===== config.mk =====
export PLATFORM = sky130hd
export DESIGN_NAME = tdc_event_word_unpacker_top_flat
export DESIGN_NICKNAME = d
export VERILOG_FILES = /design/src/hdl/tdu_pkg.sv /design/src/hdl/tdu_ifs.sv /design/src/hdl/tdu_core.sv /design/src/hdl/tdc_event_word_unpacker_top.sv /design/src/flat_wrapper.sv
export SDC_FILE = /design/constraint.sdc
export NUM_CORES = 1
export LEC_CHECK = 0
export ABC_AREA = 1
export BUFFER_PORTS_ARGS = -buffer_cell sky130_fd_sc_hd__clkbuf_2
export CORE_MARGIN = 10
export CORE_UTILIZATION = 52
export CTS_BUF_LIST = sky130_fd_sc_hd__clkbuf_8
export DETAILED_ROUTE_END_ITERATION = 8
export GPL_ROUTABILITY_DRIVEN = 0
export PLACE_DENSITY = 0.78
export SLEW_MARGIN = 25
export SYNTH_ARGS = -nofsm -noshare
export SYNTH_HDL_FRONTEND = slang
export SYNTH_HIERARCHICAL = 1
export SYNTH_SLANG_ARGS = --single-unit

===== constraint.sdc =====
create_clock -name clk -period 3.06 [get_ports clk]
set_clock_uncertainty 0.05 [all_clocks]
set_input_delay 0 -clock clk [delete_from_list [all_inputs] [get_ports clk]]
set_output_delay 0 -clock clk [all_outputs]
set_load 0.01 [all_outputs]

===== src/hdl/tdu_pkg.sv =====
// Types and constants of the TDC event word unpacker.
`timescale 1ns / 1ps
`default_nettype none

package tdu_pkg;

    // Type codes in bits 15..12 of the high half
    localparam logic [3:0] TYPE_HEADER  = 4'h4;
    localparam logic [3:0] TYPE_DATUM   = 4'h0;
    localparam logic [3:0] TYPE_TRAILER = 4'hC;

    // Module id reported once the header or a datum was bad
    localparam logic [7:0] BAD_ID = 8'd99;

    // Event parsing phase
    typedef enum logic [2:0] {
        PH_HEADER  = 3'b001,
        PH_DATA    = 3'b010,
        PH_TRAILER = 3'b100
    } phase_t;

    // One readout word
    typedef struct packed {
        logic [15:0] low_half;
        logic [15:0] high_half;
    } word_t;

    // One result record
    typedef struct packed {
        logic        is_end;
        logic [4:0]  channel;
        logic [15:0] value;
        logic [7:0]  module_id;
        logic [3:0]  resolution;
        logic        error;
    } hit_t;

endpackage

`default_nettype wire


===== src/hdl/tdu_ifs.sv =====
// Channel interfaces: readout words in, hit records out, config writes.
`timescale 1ns / 1ps
`default_nettype none

interface tdu_word_if;
    logic        valid;
    logic        ready;
    logic [15:0] low_half;
    logic [15:0] high_half;

    modport source (output valid, output low_half, output high_half, input ready);
    modport sink   (input valid, input low_half, input high_half, output ready);
endinterface

interface tdu_hit_if;
    logic        valid;
    logic        ready;
    logic        is_end;
    logic [4:0]  channel;
    logic [15:0] value;
    logic [7:0]  module_id;
    logic [3:0]  resolution;
    logic        error;

    modport source (output valid, output is_end, output channel, output value,
                    output module_id, output resolution, output error, input ready);
    modport sink   (input valid, input is_end, input channel, input value,
                    input module_id, input resolution, input error, output ready);
endinterface

interface tdu_cfg_if;
    logic       valid;
    logic       ready;
    logic [7:0] data;

    modport source (output valid, output data, input ready);
    modport sink   (input valid, input data, output ready);
endinterface

`default_nettype wire


===== src/hdl/tdu_core.sv =====
// Event state registers and per-word decode of the unpacker.
`timescale 1ns / 1ps
`default_nettype none

module tdu_core
(
    input  wire logic          clk,
    input  wire logic          rst_n,
    input  wire logic          advance,
    input  wire tdu_pkg::word_t word,
    input  wire logic [7:0]    expected_id,
    output tdu_pkg::hit_t      result,
    output logic               has_result
);

    tdu_pkg::phase_t phase_reg, phase_next;
    logic [9:0]      words_left_reg, words_left_next;
    logic [7:0]      event_id_reg, event_id_next;
    logic [3:0]      event_res_reg, event_res_next;
    logic            skipping_reg, skipping_next;
    logic            event_error_reg, event_error_next;

    logic [3:0]      word_type;
    logic [9:0]      count;
    logic [9:0]      left_dec;

    assign word_type = word.high_half[15:12];
    assign count     = word.low_half[9:0];
    assign left_dec  = words_left_reg - 10'd1;

    // Decode one word against the current event state
    always_comb
    begin
        phase_next       = phase_reg;
        words_left_next  = words_left_reg;
        event_id_next    = event_id_reg;
        event_res_next   = event_res_reg;
        skipping_next    = skipping_reg;
        event_error_next = event_error_reg;
        has_result       = 1'b0;
        result           = '0;

        unique case (phase_reg)
            tdu_pkg::PH_HEADER:
            begin
                if (word_type != tdu_pkg::TYPE_HEADER)
                begin
                    // bad header: one error hit, go straight to the trailer
                    event_res_next   = 4'd0;
                    event_id_next    = tdu_pkg::BAD_ID;
                    event_error_next = 1'b1;
                    skipping_next    = (tdu_pkg::BAD_ID != expected_id);
                    words_left_next  = 10'd0;
                    phase_next       = tdu_pkg::PH_TRAILER;
                    has_result       = 1'b1;
                    result.module_id = tdu_pkg::BAD_ID;
                    result.error     = 1'b1;
                end
                else
                begin
                    // count includes the trailer; zero counts as one
                    words_left_next  = (count == 10'd0) ? 10'd0 : count - 10'd1;
                    event_res_next   = word.low_half[15:12];
                    event_id_next    = word.high_half[7:0];
                    skipping_next    = (word.high_half[7:0] != expected_id);
                    event_error_next = (word.high_half[7:0] != expected_id);
                    phase_next       = (count <= 10'd1) ? tdu_pkg::PH_TRAILER
                                                        : tdu_pkg::PH_DATA;
                end
            end

            tdu_pkg::PH_DATA:
            begin
                if (!skipping_reg)
                begin
                    has_result = 1'b1;
                    if (word_type != tdu_pkg::TYPE_DATUM)
                    begin
                        event_id_next    = tdu_pkg::BAD_ID;
                        event_res_next   = 4'd0;
                        event_error_next = 1'b1;
                        result.module_id = tdu_pkg::BAD_ID;
                        result.error     = 1'b1;
                    end
                    else
                    begin
                        result.channel    = word.high_half[4:0];
                        result.value      = word.low_half;
                        result.module_id  = event_id_reg;
                        result.resolution = event_res_reg;
                        result.error      = event_error_reg;
                    end
                end
                words_left_next = left_dec;
                if (left_dec == 10'd0)
                begin
                    phase_next = tdu_pkg::PH_TRAILER;
                end
            end

            default:
            begin
                // trailer position: any word here closes the event
                has_result        = 1'b1;
                result.is_end     = 1'b1;
                result.module_id  = event_id_reg;
                result.resolution = event_res_reg;
                result.error      = event_error_reg | (word_type != tdu_pkg::TYPE_TRAILER);
                phase_next        = tdu_pkg::PH_HEADER;
                words_left_next   = 10'd0;
                event_id_next     = 8'd0;
                event_res_next    = 4'd0;
                skipping_next     = 1'b0;
                event_error_next  = 1'b0;
            end
        endcase
    end

    // Event state update on each word that leaves the input register
    always_ff @(posedge clk or negedge rst_n)
    begin
        if (!rst_n)
        begin
            phase_reg       <= tdu_pkg::PH_HEADER;
            words_left_reg  <= 10'd0;
            event_id_reg    <= 8'd0;
            event_res_reg   <= 4'd0;
            skipping_reg    <= 1'b0;
            event_error_reg <= 1'b0;
        end
        else if (advance)
        begin
            phase_reg       <= phase_next;
            words_left_reg  <= words_left_next;
            event_id_reg    <= event_id_next;
            event_res_reg   <= event_res_next;
            skipping_reg    <= skipping_next;
            event_error_reg <= event_error_next;
        end
    end

endmodule

`default_nettype wire


===== src/hdl/tdc_event_word_unpacker_top.sv =====
// Top level of the TDC event word unpacker.
// Usage:
//   words: one 32-bit readout word per transaction (low_half first stored,
//          high_half second). Events are header, data words, trailer.
//   hits:  at most one record per word: a channel/value hit, an error hit,
//          or an end-of-event record (is_end = 1).
//   cfg:   writes expected_id; always ready. Write only while idle.
// Path: an accepted word passes the input register, then the result register.
// Throughput: one word per cycle while the record output is not stalled; the event
//   state update is a single pass of mask, compare and 10-bit decrement logic.
// Headers and skipped data words (those of a foreign module id) produce no
//   record; they clear the result valid but leave the stored record as is.
// Reset: event parsing returns to expecting a header, expected_id clears
//   to zero, both pipeline stages empty.
// Stall: while hits.ready is low the record holds; one further word can
//   sit in the input register, after which words.ready drops.
`timescale 1ns / 1ps
`default_nettype none

module tdc_event_word_unpacker_top
(
    input  wire logic clk,
    input  wire logic rst_n,
    tdu_word_if.sink  words,
    tdu_hit_if.source hits,
    tdu_cfg_if.sink   cfg
);

    logic            in_valid_reg;
    tdu_pkg::word_t  in_word_reg;
    logic            out_valid_reg;
    tdu_pkg::hit_t   out_hit_reg;
    logic [7:0]      expected_id_reg;

    logic            advance;
    logic            has_result;
    tdu_pkg::hit_t   result;

    // Input stage moves on whenever the result register is free or draining
    assign advance     = in_valid_reg && (!out_valid_reg || hits.ready);
    assign words.ready = !in_valid_reg || advance;
    assign cfg.ready   = 1'b1;

    // Configuration register
    always_ff @(posedge clk or negedge rst_n)
    begin
        if (!rst_n)
        begin
            expected_id_reg <= 8'd0;
        end
        else if (cfg.valid)
        begin
            expected_id_reg <= cfg.data;
        end
    end

    // Input register
    always_ff @(posedge clk or negedge rst_n)
    begin
        if (!rst_n)
        begin
            in_valid_reg <= 1'b0;
        end
        else if (words.ready)
        begin
            in_valid_reg <= words.valid;
        end
    end

    always_ff @(posedge clk)
    begin
        if (words.valid && words.ready)
        begin
            in_word_reg.low_half  <= words.low_half;
            in_word_reg.high_half <= words.high_half;
        end
    end

    tdu_core u_core
    (
        .clk         (clk),
        .rst_n       (rst_n),
        .advance     (advance),
        .word        (in_word_reg),
        .expected_id (expected_id_reg),
        .result      (result),
        .has_result  (has_result)
    );

    // Result register
    always_ff @(posedge clk or negedge rst_n)
    begin
        if (!rst_n)
        begin
            out_valid_reg <= 1'b0;
        end
        else if (advance)
        begin
            out_valid_reg <= has_result;
        end
        else if (hits.ready)
        begin
            out_valid_reg <= 1'b0;
        end
    end

    always_ff @(posedge clk)
    begin
        if (advance && has_result)
        begin
            out_hit_reg <= result;
        end
    end

    assign hits.valid      = out_valid_reg;
    assign hits.is_end     = out_hit_reg.is_end;
    assign hits.channel    = out_hit_reg.channel;
    assign hits.value      = out_hit_reg.value;
    assign hits.module_id  = out_hit_reg.module_id;
    assign hits.resolution = out_hit_reg.resolution;
    assign hits.error      = out_hit_reg.error;

endmodule

`default_nettype wire


===== src/flat_wrapper.sv =====
// flat-port wrapper written by rule: the top's interface ports become plain ports
module tdc_event_word_unpacker_top_flat 
  (clk, rst_n, words_valid, words_low_half, words_high_half, words_ready, hits_valid, hits_is_end, hits_channel, hits_value, hits_module_id, hits_resolution, hits_error, hits_ready, cfg_valid, cfg_data, cfg_ready);
  tdu_word_if words_i ();
  tdu_hit_if hits_i ();
  tdu_cfg_if cfg_i ();
  input  wire logic clk;
  input  wire logic rst_n;
  input wire logic [$bits(words_i.valid)-1:0] words_valid;
  input wire logic [$bits(words_i.low_half)-1:0] words_low_half;
  input wire logic [$bits(words_i.high_half)-1:0] words_high_half;
  output wire logic [$bits(words_i.ready)-1:0] words_ready;
  output wire logic [$bits(hits_i.valid)-1:0] hits_valid;
  output wire logic [$bits(hits_i.is_end)-1:0] hits_is_end;
  output wire logic [$bits(hits_i.channel)-1:0] hits_channel;
  output wire logic [$bits(hits_i.value)-1:0] hits_value;
  output wire logic [$bits(hits_i.module_id)-1:0] hits_module_id;
  output wire logic [$bits(hits_i.resolution)-1:0] hits_resolution;
  output wire logic [$bits(hits_i.error)-1:0] hits_error;
  input wire logic [$bits(hits_i.ready)-1:0] hits_ready;
  input wire logic [$bits(cfg_i.valid)-1:0] cfg_valid;
  input wire logic [$bits(cfg_i.data)-1:0] cfg_data;
  output wire logic [$bits(cfg_i.ready)-1:0] cfg_ready;
  assign words_i.valid = words_valid;
  assign words_i.low_half = words_low_half;
  assign words_i.high_half = words_high_half;
  assign words_ready = words_i.ready;
  assign hits_valid = hits_i.valid;
  assign hits_is_end = hits_i.is_end;
  assign hits_channel = hits_i.channel;
  assign hits_value = hits_i.value;
  assign hits_module_id = hits_i.module_id;
  assign hits_resolution = hits_i.resolution;
  assign hits_error = hits_i.error;
  assign hits_i.ready = hits_ready;
  assign cfg_i.valid = cfg_valid;
  assign cfg_i.data = cfg_data;
  assign cfg_ready = cfg_i.ready;
  tdc_event_word_unpacker_top u_core (.clk(clk), .rst_n(rst_n), .words(words_i), .hits(hits_i), .cfg(cfg_i));
endmodule

## Word-level counts from Yosys, hierarchy flattened

Cells that the tools add are included.

| storage, ports and cells | value |
|---|---|
| output and inout bits | 38 |
| input port bits | 45 |
| bits in registers | 104 |
| word-level logic and storage cells | 78 |

| operators by class | value |
|---|---|
| add/sub/neg operators | 2 |
| reductions and logical operators | 16 |
| equality and inequality tests | 8 |
| magnitude comparators | 1 |
| bitwise operators | 2 |
| mux-type cells | 32 |

Operators by type and width:

| kind | number |
|---|---|
| 8-bit one-hot mux with 2 select lines | 2 |
| 8-bit 2-to-1 mux | 3 |
| 10-bit zero test | 2 |
| 10-bit 2-to-1 mux | 2 |
| 10-bit one-hot mux with 2 select lines | 1 |
| 10-bit by 1-bit subtractor with 10-bit output (second input constant) | 2 |
| 4-bit one-hot mux with 2 select lines | 2 |
| 13-bit 2-to-1 mux | 1 |
| 4-bit 2-to-1 mux | 3 |
| 10-bit by 1-bit <= comparator with 1-bit output (second input constant) | 1 |
| 1-bit 2-to-1 mux | 9 |
| 3-bit 2-to-1 mux | 3 |
| 7-bit by 8-bit inequality test with 1-bit output (first input constant) | 1 |
| 8-bit inequality test | 1 |
| 1-bit one-hot mux with 2 select lines | 4 |
| 7-bit 2-to-1 mux | 1 |
| 3-bit one-hot mux with 2 select lines | 1 |
| 2-bit AND reduction | 3 |
| 2-bit inequality test (second input constant) | 2 |
| 4-bit by 3-bit inequality test with 1-bit output (second input constant) | 1 |
| 4-bit inequality test (second input constant) | 1 |
| 4-bit nonzero test | 1 |
| 3-bit by 1-bit equality test with 1-bit output (second input constant) | 1 |
| 3-bit by 2-bit equality test with 1-bit output (second input constant) | 1 |
| 8 further kinds | 12 |

## Depth between registers and ports, before layout

Gate-level depths: netlist of the first run.

| logic depth | value |
|---|---|
| depth after elaboration | 5 |
| gate-level depth with buffers | 13 |

## Cells and area by module

The synthesis of the first run kept the hierarchy.

By module, submodules not included:

| module | instances | cells each | area each (um2) |
|---|---|---|---|
| tdc_event_word_unpacker_top | 1 | 117 | 2436.1 |
| tdu_core | 1 | 369 | 2341.0 |

## Worst setup path after synthesis of the first run

No wires, ideal clock.

| timing | value |
|---|---|
| kind | register -> register |
| start | reg u_core.u_core.phase_reg[2] |
| end | reg u_core.out_hit_reg, in the netlist u_core/hits.channel[0] (enable) |
| stages on the path, launching flop included | 9 |
| required time | 2583 ps |
| library setup time | 427 ps |
| period minus slack after synthesis | 3216 ps |
| arrival time | 2739 ps |
| buffers on the path | 1 |
| slack | -156 ps |
| cell sequence | dfrtp_1 nor3_4 inv_1 nor2_2 inv_1 buf_2 nand3_1 inv_1 nor2_1 |

| between the ends | value |
|---|---|
| word-level cells in the longest chain between the ends | 3 |
| elaborated cells on any way between the ends | 4 |

RTL lines:

| element | RTL line | text |
|---|---|---|
| from (decl) | tdu_core.sv:16 | `tdu_pkg::phase_t phase_reg, phase_next;` |
| from (signal assigned) | tdu_core.sv:124 | `phase_reg <= tdu_pkg::PH_HEADER;` |
| from (signal assigned) | tdu_core.sv:133 | `phase_reg <= phase_next;` |
| 3-bit by 2-bit equality test with 1-bit output / 3-bit by 1-bit equality test with 1-bit output (equally long branches) | tdu_core.sv:43 | `unique case (phase_reg)` |
| 1-bit one-hot mux with 2 select lines * | tdu_core.sv:43 |  |
| via u_core.has_result | tdc_event_word_unpacker_top.sv:36 | `logic has_result;` |
| 1-bit logical AND * | tdc_event_word_unpacker_top.sv:109 | `if (advance && has_result)` |
| to (signal assigned) | tdc_event_word_unpacker_top.sv:111 | `out_hit_reg <= result;` |
| to (decl) | tdc_event_word_unpacker_top.sv:32 | `tdu_pkg::hit_t out_hit_reg;` |

Mark *: on every way through the listed nets, which the timed path passes. The rest lies on a longest branch.
A chain may end at the register's enable or synchronous reset.

## Final worst setup path of the first run

| timing | value |
|---|---|
| start | reg u_core.u_core.phase_reg[0] |
| end | reg u_core.out_hit_reg, in the netlist u_core/hits.channel[1] (enable) |

Same word-level chain as after synthesis.

==> results of run 1 <==
tightest hold or removal path: stages:
cell      delay, ns
clkbuf_2       0.21
nand2_1        0.11
o21ai_0        0.08
worst max path at each step:
stage / cells after the start / slack [ns] / to
2_1_floorplan: 8 / 0.42 / u_core/hits.channel[0]
3_3_place_gp: 6 / 0.43 / u_core/hits.resolution[3]
3_5_place_dp: 6 / 0.39 / u_core/hits.resolution[3]
4_1_cts: 6 / 0.35 / u_core/hits.channel[1]
5_1_grt: 7 / 0.47 / u_core/hits.error
6_report: 7 / 0.64 / u_core/hits.channel[1]
cells in the final DEF, fill, tap and decap left out, drive strengths merged, types with 2 or more instances in the layout:
cell         count
a21oi           12
a22oi            6
a31oi            6
buf              9
clkbuf          86
clkinvlp         2
dfrtp           36
dlygate4sd3     54
edfxtp          63
ha               5
inv             66
nand2          107
nand3           20
nand4            4
nor2            50
nor3            21
o21ai           51
xnor2            6
xor2            10
power by group:
group	total (mW)	switching, mW	leakage (nW)	internal (mW)
combinational	1.30	0.836	1.40	0.463
clock	0.802	0.477	0.0922	0.326
sequential	2.04	0.206	1.07	1.83
metal layers:
| metal | vias to the layer above | GRT usage | routed length [um] |
|---|---|---|---|
| met5 | - | 0 | 0 |
| li1 | 1865 | - | - |
| met1 | 1796 | 0.2150 | 4434 |
| met4 | 0 | 0.06266 | 206 |
| met2 | 173 | 0.3292 | 6303 |
| met3 | 20 | 0.04717 | 1049 |
layout make-up:
class / count / area, um^2
Sequential cell: 100 / 2819
Fill cell: 614 / 2813
Multi-Input combinational cell: 303 / 1526
Timing Repair Buffer: 139 / 1006
Inverter: 63 / 236.5
Clock buffer: 10 / 137.6
Tap cell: 108 / 135.1
Clock inverter: 6 / 47.55
stage by stage:
step	utilization	worst slack, ns	total power, mW	hold WS (ns)	cell area, um^2
after CTS	0.6743	0.3526	4.096	0.002941	5881
after global placement	0.5911	0.4335	3.190	0.1263	5155
final	0.6775	0.6432	4.136	0.04086	5908
after detailed placement	0.5911	0.3944	3.236	0.1287	5155
after global routing	0.6775	0.4718	4.396	0.06222	5908
after floorplan	-	0.4156	2.790	-0.3456	4659
==> flow_summary.yaml, run 1 <==
setup_path:
  worstPathCellList: "inv_2 > nor3_4 > nand2_1 > nand3_1 > inv_1 > nor2_4 > buf_16"
  path_max_fanout: 22
  rr_startpoint: "u_core/u_core/phase_reg[0]"
  cp_data_arrival_time_ns: 2.44
  r2r_cells: 7
  crit_family: "simple AND/OR/NAND/NOR gates"
  slowest_delay_ns: 0.58
  rrSetupSlack_ns: 0.64
  timing.rr.end: "u_core/hits.channel[1]"
  startpoint: "u_core/u_core/phase_reg[0]"
  critPathKind: "flop to flop"
  endpoint_kind: "flop"
  startpoint_type: "flop"
  critPathBufInv: 3
  slowest_stage: "dfstp_2"
  cp.required_ns: 3.08
finish:
  largest_reg_flops: 28
  finalNetCount: 666
  areaGrowthSynthToFinish_pct: 26.87
  num_antenna_cells: 0
  final_cells: 729
  drive_gt1_frac: 0.1804
clock_network:
  root_buffer: "clkbuf_8"
  clk-insertion-delay-late_ns: 0.37
  numCtsBuffers: 9
  cts_resized: 0
  holdBufCountCts: 54
  clock_sinks: 100
  post_cts_buffers: 0
  cts_tree: "yes"
  path_clk_slew_ns: 0.09
  cts_buffer_depth: 2
  ctsHtreeMaxLevel: 3
routing:
  first_pass_iters: 6
  totalWireLength_mm: 11.99
  post_drt_via_cell_ratio: 5.287
  first_iter_violations: 397
  drc: 0
  routedWlPerCell_um: 16.45
  vias: 3854
  detail-route-antenna-nets: 0
global_routing:
  grt_util_all_layers: 0.1869
  grt_antenna_before_repair: 0
  grt_overflow: 0
  grt_max_degree: 38
  grt_pass1_wl_mm: 19.47
  grt_pass1_vias: 3916
sta:
  rsz0062_at_grt: "false"
  tightest_slew_ns: 0.8534
  relSlewSlack: 0.4310
  slew_violations: 0
  finalCritPeriodShare: 0.7898
  setup_tns_ns: 0
  finalHoldViolCount: 0
  setup_viol: 0
  fmax_ghz: 0.4138
  period_minus_slack_ns: 2.417
synthesis:
  yosys_warnings: 6
  synth.avg_cell_area_um2: 9.662
  synth_cells: 482
  syn-num-nets: 532
  syn_area_mm2: 0.004657
placement:
  numPortBuffers: 77
  dpl.hpwl_mm: 7.447
  dp.cells: 658
floorplan:
  die_h_um: 114.6
  dieArea_mm2: 0.01314
  die_w_um: 114.6
  start_util: 0.5340
  core_area_mm2: 0.008721
  rows: 34
  ios: 83
power_and_ir_drop:
  powerDensity_mw_per_mm2: 700.1
  ir_drop_mv: 0.3985
  leakage_nw: 2.563
status:
  outcome: "finished, final reports clean"
hold_path:
  min_to: "u_core/expected_id_reg[5]"
  min_path_type: "input pin to flop"
  min_from: "cfg_valid"
  whs_path_depth: 3
job:
  maxCapViolCount: 0
(Power assumes the default switching activity.)
==> run 2, diff against run 1 <==
- clock period: 3.06 -> 2 ns (I/O delays scaled with it)
==> flow_summary.yaml, run 2 (same netlist as run 1, synthesis figures left out) <==
clock_network:
  clk-insertion-delay-late_ns: 0.36
  cts_tree: "yes"
  clock_sinks: 100
  numCtsBuffers: 9
  root_buffer: "clkbuf_8"
  cts_buffer_depth: 2
  path_clk_slew_ns: 0.11
  ctsHtreeMaxLevel: 3
global_routing:
  grt_overflow: 0
  grt_util_all_layers: 0.1892
  grt_pass1_vias: 4203
  grt_max_degree: 38
  grt_antenna_before_repair: 0
  grt_pass1_wl_mm: 19.92
setup_path:
  slowest_stage: "dfstp_2"
  slowest_delay_ns: 0.57
  path_max_fanout: 18
  startpoint_type: "flop"
  worstPathCellList: "inv_2 > nor3_4 > buf_6 > inv_1 > nand2_1 > nand3_2 > inv_2 > nor2_4 > buf_12"
  cp.required_ns: 2.07
  cp_data_arrival_time_ns: 1.98
  endpoint_kind: "flop"
  crit_top_cell: "inv_2"
  critPathKind: "flop to flop"
finish:
  num_antenna_cells: 0
  final_cells: 749
  largest_reg_flops: 28
  layout_commonest_cell: "nand2_1"
  areaGrowthSynthToFinish_pct: 31.00
  finalNetCount: 686
  drive_gt1_frac: 0.2153
  final_cell_mix: "104 x nand2_1, 77 x clkbuf_2, 63 x edfxtp_1"
  stdcell_area_mm2: 0.006101
hold_path:
  min_path_type: "input pin to async pin"
floorplan:
  dieArea_mm2: 0.01314
  ios: 83
  core_area_mm2: 0.008721
  start_util: 0.5340
  rows: 34
  die_w_um: 114.6
  die_h_um: 114.6
sta:
  slew_violations: 0
  setup_viol: 0
  relSlewSlack: 0.6600
  fmax_ghz: 0.5218
  tightest_slew_ns: 0.5100
  finalCritPeriodShare: 0.9583
  period_minus_slack_ns: 1.917
  rsz0062_at_grt: "false"
  finalHoldViolCount: 0
routing:
  drc: 0
  first_pass_iters: 5
  totalWireLength_mm: 12.46
  first_iter_violations: 342
  routedWlPerCell_um: 16.63
  post_drt_via_cell_ratio: 5.363
  vias: 4017
  detail-route-antenna-nets: 0
job:
  maxCapViolCount: 0
placement:
  numPortBuffers: 77
  dpl.hpwl_mm: 7.991
  postPlaceCellArea_mm2: 0.005265
  dp.cells: 671
power_and_ir_drop:
  ir_drop_mv: 0.7043
  powerDensity_mw_per_mm2: 1076
  leakage_nw: 2.670
  p_total_mw: 6.566
status:
  outcome: "finished, final reports clean"
run 2: changes by cell type in the layout (fill, tap and decap cells not counted), moves of 2 or more:
| cell | change |
|---|---|
| nand2_1 | -2 |
| nor2_4 | +2 |
| dlygate4sd3_1 | +2 |
| inv_2 | +5 |
| buf_4 | +13 |
| buf_6 | +3 |
| clkinvlp_4 | -2 |
| buf_12 | +2 |
| nand2_2 | +2 |
| inv_1 | -5 |
run 2: critical path, delay by kind of cell, from the launching register on:
family | cells | cell delay, ns
buf+inv | 5 | 0.56
flops | 1 | 0.57
simple gates | 4 | 0.49
run 2: worst paths after layout:
| check | slack, ns | cells past startpoint | endpoint | from |
|---|---|---|---|---|
| worst max-delay path | 0.08 | 9 | u_core/hits.is_end | u_core/u_core/phase_reg[0] |
| worst min-delay path | 0.18 | 3 | u_core/in_valid_reg | rst_n |
| worst max register to register | 0.08 | 9 | u_core/hits.is_end | u_core/u_core/phase_reg[0] |
| worst min register to register | 0.47 | 2 | u_core/u_core/phase_reg[0] | u_core/u_core/phase_reg[0] |
| max in group asynchronous | 1.35 | 3 | u_core/u_core/phase_reg[0] | rst_n |
| min in group clk | 0.29 | 2 | u_core/in_word_reg[29] | words_low_half[13] |
run 2: final cells by class:
cell class | count | area (um^2)
well taps | 108 | 135.1
clock inverters | 7 | 63.81
multi-input cells | 304 | 1553
flip-flops and latches | 100 | 2819
clock buffers | 9 | 123.9
inverters | 63 | 236.5
repair buffers | 158 | 1170
fillers | 587 | 2620
run 2: repair_timing:
item,4_1_cts,5_1_grt
endpoints found under the setup margin,35,49
setup buffers,1,4
pin swaps,1,1
hold buffers,56,0
resized for setup,1,6
hold endpoints to repair,75,0
gates cloned,1,0
run 2: report_power, final:
group	switching [mW]	leakage [nW]	internal [mW]	total, mW
logic	1.35	1.50	0.880	2.23
registers	0.327	1.07	2.80	3.12
clock network	0.733	0.100	0.477	1.21
run 2: metrics by stage:
stage,setup WS (ns),TNS [ns],hold WS (ns),utilization
final,0.08339,0,0.1837,0.6996
after global routing,0.02238,0,0.2136,0.6996
after CTS,0.004122,0,0.1930,0.6931
after detailed placement,-0.2814,-9.758,0.03915,0.6037
after global placement,-0.1718,-5.953,0.02976,0.6037
after floorplan,-0.1870,-6.546,-0.3456,-
run 2: routing by layer:
metal,vias to the layer above,wire [um],track usage,part of all wire
met5,-,0,0,0
met4,0,327,0.07937,0.026
met3,35,897,0.05765,0.072
met2,176,6455,0.3288,0.52
met1,1904,4777,0.2091,0.38
li1,1902,-,-,-
